===== config.mk =====
export PLATFORM = sky130hd
export DESIGN_NAME = edf_cell
export DESIGN_NICKNAME = d
export VERILOG_FILES = /design/src/design/edf_pkg.sv /design/src/design/edf_cell.sv
export SDC_FILE = /design/constraint.sdc
export NUM_CORES = 1
export LEC_CHECK = 0
export ABC_AREA = 1
export BUFFER_PORTS_ARGS = -buffer_cell sky130_fd_sc_hd__clkbuf_2
export CAP_MARGIN = 20
export CELL_PAD_IN_SITES_DETAIL_PLACEMENT = 0
export CELL_PAD_IN_SITES_GLOBAL_PLACEMENT = 1
export CORE_UTILIZATION = 25
export CTS_CLUSTER_SIZE = 30
export DETAILED_ROUTE_END_ITERATION = 10
export PLACE_DENSITY_LB_ADDON = 0.1
export SLEW_MARGIN = 10
export SYNTH_ARGS = -nofsm -noshare
export SYNTH_HDL_FRONTEND = slang
export SYNTH_SLANG_ARGS = --single-unit

===== constraint.sdc =====
create_clock -name clk_i -period 1.96 [get_ports clk_i]
set_clock_uncertainty 0.05 [all_clocks]
set_input_delay 0.098 -clock clk_i [delete_from_list [all_inputs] [get_ports clk_i]]
set_output_delay 0.098 -clock clk_i [all_outputs]
set_load 0.005 [all_outputs]

===== src/design/edf_pkg.sv =====
`timescale 1ns / 1ps
`default_nettype none
// ----------------------------------------------------------------------------
// edf_pkg: shared types and constants
// Item and result structs, the cell control struct, register map and codes
// for the earliest-deadline-first feasibility checker.
// ----------------------------------------------------------------------------
package edf_pkg;

  localparam int DEADLINE_W = 16;
  localparam int CAP_W      = 8;
  localparam int COUNT_OUT_W = 8;
  localparam int APB_ADDR_W = 3;
  localparam int APB_DATA_W = 32;

  localparam logic [CAP_W-1:0] CAP_RESET = 8'd1;

  // register index is paddr[2]
  localparam logic REG_CAPACITY = 1'b0;

  localparam logic FUNC_ADD  = 1'b0;
  localparam logic FUNC_TICK = 1'b1;

  typedef struct packed {
    logic                  func;
    logic [DEADLINE_W-1:0] deadline;
    logic                  tick_blocked;
  } in_item_t;

  typedef struct packed {
    logic                   missed;
    logic                   overflowed;
    logic [CAP_W-1:0]       served_now;
    logic [COUNT_OUT_W-1:0] pending_jobs;
    logic [DEADLINE_W-1:0]  tick_now;
  } out_item_t;

  // per-cycle command broadcast to every cell of the queue
  typedef struct packed {
    logic ins;   // sorted insert of the broadcast deadline
    logic pop;   // shift one place toward the head
  } cell_ctrl_t;

endpackage
`default_nettype wire


===== src/design/edf_cell.sv =====
`timescale 1ns / 1ps
`default_nettype none
// ----------------------------------------------------------------------------
// edf_cell: one slot of the sorted deadline queue
// Holds one deadline. On insert it keeps its value, takes the new deadline or
// takes its left neighbor's value; on pop it takes its right neighbor's value.
// ----------------------------------------------------------------------------
module edf_cell
  import edf_pkg::*;
#(
  parameter int IDX   = 0,
  parameter int CNT_W = 8
) (
  input  wire logic                  clk_i,
  input  wire cell_ctrl_t            ctrl_i,
  input  wire logic [DEADLINE_W-1:0] ins_data_i,
  input  wire logic [CNT_W-1:0]      count_i,
  input  wire logic [DEADLINE_W-1:0] prev_val_i,
  input  wire logic                  prev_le_i,
  input  wire logic [DEADLINE_W-1:0] next_val_i,
  output logic      [DEADLINE_W-1:0] val_o,
  output logic                       le_o
);

  logic [DEADLINE_W-1:0] val_q, val_d;
  logic                  occupied;

  assign occupied = count_i > CNT_W'(IDX);
  // occupied and not later than the incoming deadline: stays in place
  assign le_o     = occupied && (val_q <= ins_data_i);
  assign val_o    = val_q;

  always_comb begin
    val_d = val_q;
    if (ctrl_i.ins) begin
      if (le_o) begin
        val_d = val_q;
      end else if (prev_le_i) begin
        val_d = ins_data_i;
      end else begin
        val_d = prev_val_i;
      end
    end else if (ctrl_i.pop) begin
      val_d = next_val_i;
    end
  end

  always_ff @(posedge clk_i) begin
    val_q <= val_d;
  end

endmodule
`default_nettype wire


# Yosys cells after proc, flatten, opt, wreduce, memory -nomap -nowiden
# Index checks and enable logic that the tools add are counted.
[totals]
input_bits = 60
wordCells = 11
out_inout_bits = 17
reg_bits = 16
[op_classes]
n_lt_le_gt_ge = 2
n_eq_ne = 1
n_reduce_logical = 3
muxes = 4
[op_table]
columns = ["op", "n"]
rows = [
  ["2-to-1 mux 16 bit", 4],
  ["less-or-equal comparator 16 bit", 1],
  ["greater-than comparator 8 x 1 -> 1 bit, second input constant", 1],
  ["inequality test 2 bit, second input constant", 1],
  ["AND reduction 2 bit", 1],
  ["nonzero test 2 bit", 1],
  ["logical AND 1 bit", 1],
]

# Logic depth before layout (Yosys ltp)
[logic_depth]
ltp_word = 4
mapped_depth = 15
ltp_nobuf = 15

# Worst setup path after synthesis
# OpenSTA, ideal clock, no wires.
[synth_timing]
path_type = "register to register"
start = "reg val_q[15], in the netlist val_o[15]"
end = "reg val_q[0], in the netlist val_o[0] (enable)"
path_buffers = 0
t_required_ps = 1538
arrival_time_ps = 1567
period_less_slack_ps = 1989
setup_slack_ps = -29
path_stages_with_launch = 10
setup_ps = 372
cell_sequence = "edfxtp_1 ha_1 nand2_2 nor3_2 nand2_1 nand2_1 nand2_1 nand2_1 nand2_1 nand2_1"
[synth_between]
elab_chain_cells = 4
[synth_rtl]
columns = ["element", "line", "text"]
rows = [
  ["from (decl)", "edf_cell.sv:25", "logic [DEADLINE_W-1:0] val_q, val_d;"],
  ["from (signal assigned)", "edf_cell.sv:49", "val_q <= val_d;"],
  ["less-or-equal comparator 16 bit", "edf_cell.sv:30", "assign le_o = occupied && (val_q <= ins_data_i);"],
  ["logical AND 1 bit", "edf_cell.sv:30", ""],
  ["inequality test 2 bit (no line)", "--", ""],
  ["AND reduction 2 bit (no line)", "--", ""],
]
# No other way between the ends.
# A chain may end at the register's enable or synchronous reset.

# Final worst setup path
[layout_timing]
start = "reg val_q[11], in the netlist val_o[11]"
end = "reg val_q[5], in the netlist val_o[5] (enable)"
# Same word-level chain as after synthesis.

==> impl_results.html <==
<table>
<tr><th>Metric</th><th>Value</th></tr>
<tr><th colspan="2">Pwr</th></tr>
<tr><td>Fraction of power spent switching nets</td><td>0.301</td></tr>
<tr><td>Largest vdd supply drop</td><td>0.206 mV</td></tr>
<tr><td>Combinational group share of total power</td><td>0.340</td></tr>
<tr><td>Power density relative to cell area</td><td>567 nW/µm²</td></tr>
<tr><td>Leak pwr</td><td>0.987 nW</td></tr>
<tr><td>Clock Power Share</td><td>0.244</td></tr>
<tr><td>Cell internal power dissipation</td><td>0.000751 W</td></tr>
<tr><td>NetSw</td><td>0.000323 W</td></tr>
<tr><td>Flop pwr share</td><td>0.417</td></tr>
<tr><th colspan="2">Final layout</th></tr>
<tr><td>Commonest cells after routing, fill and taps aside</td><td>sky130_fd_sc_hd__clkbuf_2, sky130_fd_sc_hd__nand2_1, sky130_fd_sc_hd__o21ai_0, sky130_fd_sc_hd__inv_1, sky130_fd_sc_hd__nor2_1</td></tr>
<tr><td>Layout cells sized above 1</td><td>0.394</td></tr>
<tr><td>Final Net Count</td><td>326</td></tr>
<tr><td>Most common cell after layout, fill and taps aside</td><td>sky130_fd_sc_hd__clkbuf_2</td></tr>
<tr><td>Post-route cell area</td><td>1890 µm²</td></tr>
<tr><td>Area growth from synthesis to final layout</td><td>49.7%</td></tr>
<tr><td>Final antenna diode count</td><td>0</td></tr>
<tr><td>Number of flip-flops in the largest register</td><td>16</td></tr>
<tr><th colspan="2">STA</th></tr>
<tr><td>Final setup violation count</td><td>16</td></tr>
<tr><td>Slew at the pin with the worst max-slew slack</td><td>340 ps</td></tr>
<tr><td>Hold Slack</td><td>70.0 ps</td></tr>
<tr><td>Unrepaired setup endpoints after global routing</td><td>true</td></tr>
<tr><td>Normalized max-slew margin</td><td>0.774</td></tr>
<tr><td>Final worst setup slack</td><td>-35.5 ps</td></tr>
<tr><td>Summed negative setup slack over all endpoints</td><td>-357 ps</td></tr>
<tr><td>Final Critical Period</td><td>2000 ps</td></tr>
<tr><td>Crit share post-route</td><td>1.02</td></tr>
<tr><td>Final hold violation count</td><td>0</td></tr>
<tr><td>FMAX</td><td>0.501 GHz</td></tr>
<tr><td>Count of pins over their slew limit</td><td>0</td></tr>
<tr><th colspan="2">Route</th></tr>
<tr><td>Residual antenna-violating net count after detailed routing</td><td>0</td></tr>
<tr><td>Routed Wire Length</td><td>3600 µm</td></tr>
<tr><td>Drt first-iter violations</td><td>17</td></tr>
<tr><td>Routed via count</td><td>1356</td></tr>
<tr><td>TritonRoute pass-1 iters</td><td>3</td></tr>
<tr><td>Post-route DRC</td><td>0</td></tr>
<tr><td>Vias/cell</td><td>4.29</td></tr>
<tr><td>Average routed wire per standard cell</td><td>11.4 µm</td></tr>
<tr><th colspan="2">Clock network</th></tr>
<tr><td>Clock sinks</td><td>16</td></tr>
<tr><td>Hold buffer count at cts</td><td>0</td></tr>
<tr><td>Number of H-tree levels</td><td>1</td></tr>
<tr><td>Buffer cell driving the clock tree root</td><td>sky130_fd_sc_hd__clkbuf_8</td></tr>
<tr><td>Clk_lat worst skew</td><td>260 ps</td></tr>
<tr><td>Maximum buffer depth of the clock tree</td><td>2</td></tr>
<tr><td>Clock slew seen by the registers of the worst setup and hold paths</td><td>60 ps</td></tr>
<tr><td>CTS buffer count</td><td>3</td></tr>
<tr><td>Clock tree from TritonCTS</td><td>yes</td></tr>
<tr><th colspan="2">Global route</th></tr>
<tr><td>Initial antenna violation count</td><td>0</td></tr>
<tr><td>Number of global-route vias before repair</td><td>1328</td></tr>
<tr><td>Maximum number of pins on one net before global-route repair</td><td>19</td></tr>
<tr><td>Grt total ovfl</td><td>0</td></tr>
<tr><td>Global-route wire length before repair</td><td>5780 µm</td></tr>
<tr><td>Combined global-route utilization of all metal layers</td><td>0.143</td></tr>
<tr><th colspan="2">Synthesis</th></tr>
<tr><td>Number of distinct library cells after synthesis</td><td>20</td></tr>
<tr><td>Synth Cell Area</td><td>1260 µm²</td></tr>
<tr><td>Synth Warn #</td><td>0</td></tr>
<tr><td>Post-Synthesis Cells</td><td>165</td></tr>
<tr><td>Sequential-to-total area share from yosys stat</td><td>0.380</td></tr>
<tr><td>Average instance area after synthesis</td><td>7.66 µm²</td></tr>
<tr><td>Post-Synthesis Net Count</td><td>241</td></tr>
<tr><td>Number of flip-flops and latches in the synthesized netlist</td><td>16</td></tr>
<tr><th colspan="2">Run status</th></tr>
<tr><td>Run status</td><td>finished, violations left</td></tr>
<tr><td>Violated checks</td><td>negative setup slack</td></tr>
<tr><th colspan="2">Critical path</th></tr>
<tr><td>Arrival time reported for the critical path endpoint</td><td>1930 ps</td></tr>
<tr><td>Crit Path Category</td><td>flip-flop to flip-flop</td></tr>
<tr><td>Setup crit end kind</td><td>flip-flop</td></tr>
<tr><td>Data required time at the worst endpoint</td><td>1890 ps</td></tr>
<tr><td>Crit Path Max Fanout</td><td>4</td></tr>
<tr><td>Critical path launch point type</td><td>flip-flop</td></tr>
<tr><th colspan="2">Placed design</th></tr>
<tr><td>IO Port Bufs</td><td>76</td></tr>
<tr><td>Minimum setup slack after placement</td><td>24.5 ps</td></tr>
<tr><td>Final RePlAce weighted congestion</td><td>0.687</td></tr>
<tr><td>Placed inst area</td><td>1750 µm²</td></tr>
<tr><td>Post-DP HPWL</td><td>2780 µm</td></tr>
<tr><th colspan="2">Min path</th></tr>
<tr><td>Path type of the worst min-delay path</td><td>input port to flip-flop</td></tr>
<tr><th colspan="2">Floorplanning</th></tr>
<tr><td>Floorplan row count</td><td>25</td></tr>
<tr><td>Starting Density</td><td>0.264</td></tr>
<tr><td>DIE WIDTH</td><td>73.1 µm</td></tr>
<tr><td>Area of the placeable core</td><td>4790 µm²</td></tr>
<tr><td>Full die area</td><td>5340 µm²</td></tr>
<tr><td>Die height</td><td>73.1 µm</td></tr>
<tr><td>Top Ports</td><td>77</td></tr>
<tr><th colspan="2">Flow run</th></tr>
<tr><td>Max-cap violations</td><td>0</td></tr>
</table>
-- worst max-delay path, stage by stage (launching register included) --
cell	delay, ps
sky130_fd_sc_hd__edfxtp_1	430
sky130_fd_sc_hd__ha_4	300
sky130_fd_sc_hd__nand4_1	100
sky130_fd_sc_hd__nor3_2	250
sky130_fd_sc_hd__nand2_1	80
sky130_fd_sc_hd__nand2_1	60
sky130_fd_sc_hd__nand2_1	50
sky130_fd_sc_hd__nand2_2	70
sky130_fd_sc_hd__nand2_2	60
sky130_fd_sc_hd__nand2_4	120
sky130_fd_sc_hd__clkbuf_16	150
-- final timing paths --
| check | from | to | slack (ps) | depth (start not counted) |
|---|---|---|---|---|
| min | next_val_i[4] | val_o[4] | 70 | 3 |
| max reg2reg | val_o[11] | val_o[5] | -40 | 10 |
| min reg2reg | val_o[15] | val_o[7] | 1220 | 10 |
| max | val_o[11] | val_o[5] | -40 | 10 |
-- power by group through the flow --
stage / clock network [W] / logic (W) / registers [W]
2_1_floorplan: 0 / 0.000160 / 0.000455
3_3_place_gp: 0 / 0.000333 / 0.000454
3_5_place_dp: 0 / 0.000331 / 0.000454
4_1_cts: 0.000268 / 0.000333 / 0.000447
5_1_grt: 0.000280 / 0.000420 / 0.000452
6_report: 0.000262 / 0.000364 / 0.000447
-- synthesized netlist by cell type, drive strengths merged --
library cell / instances / share of area
ha: 16 / 0.16
clkbuf: 2 / 0.0099
nand2: 39 / 0.12
nand4: 1 / 0.0050
a21o: 1 / 0.0059
buf: 2 / 0.0099
nand3: 2 / 0.0079
inv: 23 / 0.068
nor2: 21 / 0.064
a21oi: 6 / 0.024
o21ai: 33 / 0.13
edfxtp: 16 / 0.38
nor4: 2 / 0.0099
nor3: 1 / 0.0079
-- area by class of cell --
| cell class | instances | area, µm² |
|---|---|---|
| inverters | 23 | 86.3 |
| multi-input cells | 122 | 713 |
| well taps | 67 | 83.8 |
| clock inverters | 1 | 3.75 |
| flip-flops and latches | 16 | 480 |
| clock buffers | 3 | 41.3 |
| fillers | 530 | 2890 |
| repair buffers | 84 | 483 |
-- metrics by stage --
stage                     total power (W)  std cells   util
final                             0.00107        316  0.395
after detailed placement         0.000785        307  0.366
after floorplan                  0.000614        165      -
after global routing              0.00115        316  0.395
after CTS                         0.00105        311  0.376
after global placement           0.000787        307  0.366
-- kinds of logic after synthesis --
logic type | share of synthesized area
flip-flops | 0.380
buffers and inverters | 0.0881
AND/OR/NAND/NOR | 0.213
AO/OA/AOI/OAI | 0.160
adder cells (fa/ha/maj) | 0.158
-- metal layers --
layer  routed length (µm)  GRT usage  share of wire  vias to the layer above
met1                 1580      0.180           0.44                      590
met4                   63     0.0458          0.018                        0
met5                    0          0              0                        -
met3                  190     0.0235          0.053                        5
li1                     -          -              -                      722
met2                 1760      0.247           0.49                       39
-- timing repair --
action / CTS / global route
setup buffers: 0 / 4
endpoints found under the hold margin: 0 / 0
setup endpoints to repair: 0 / 17
gates resized for setup: 0 / 6
Note: power is estimated with default switching activity, not from simulation.
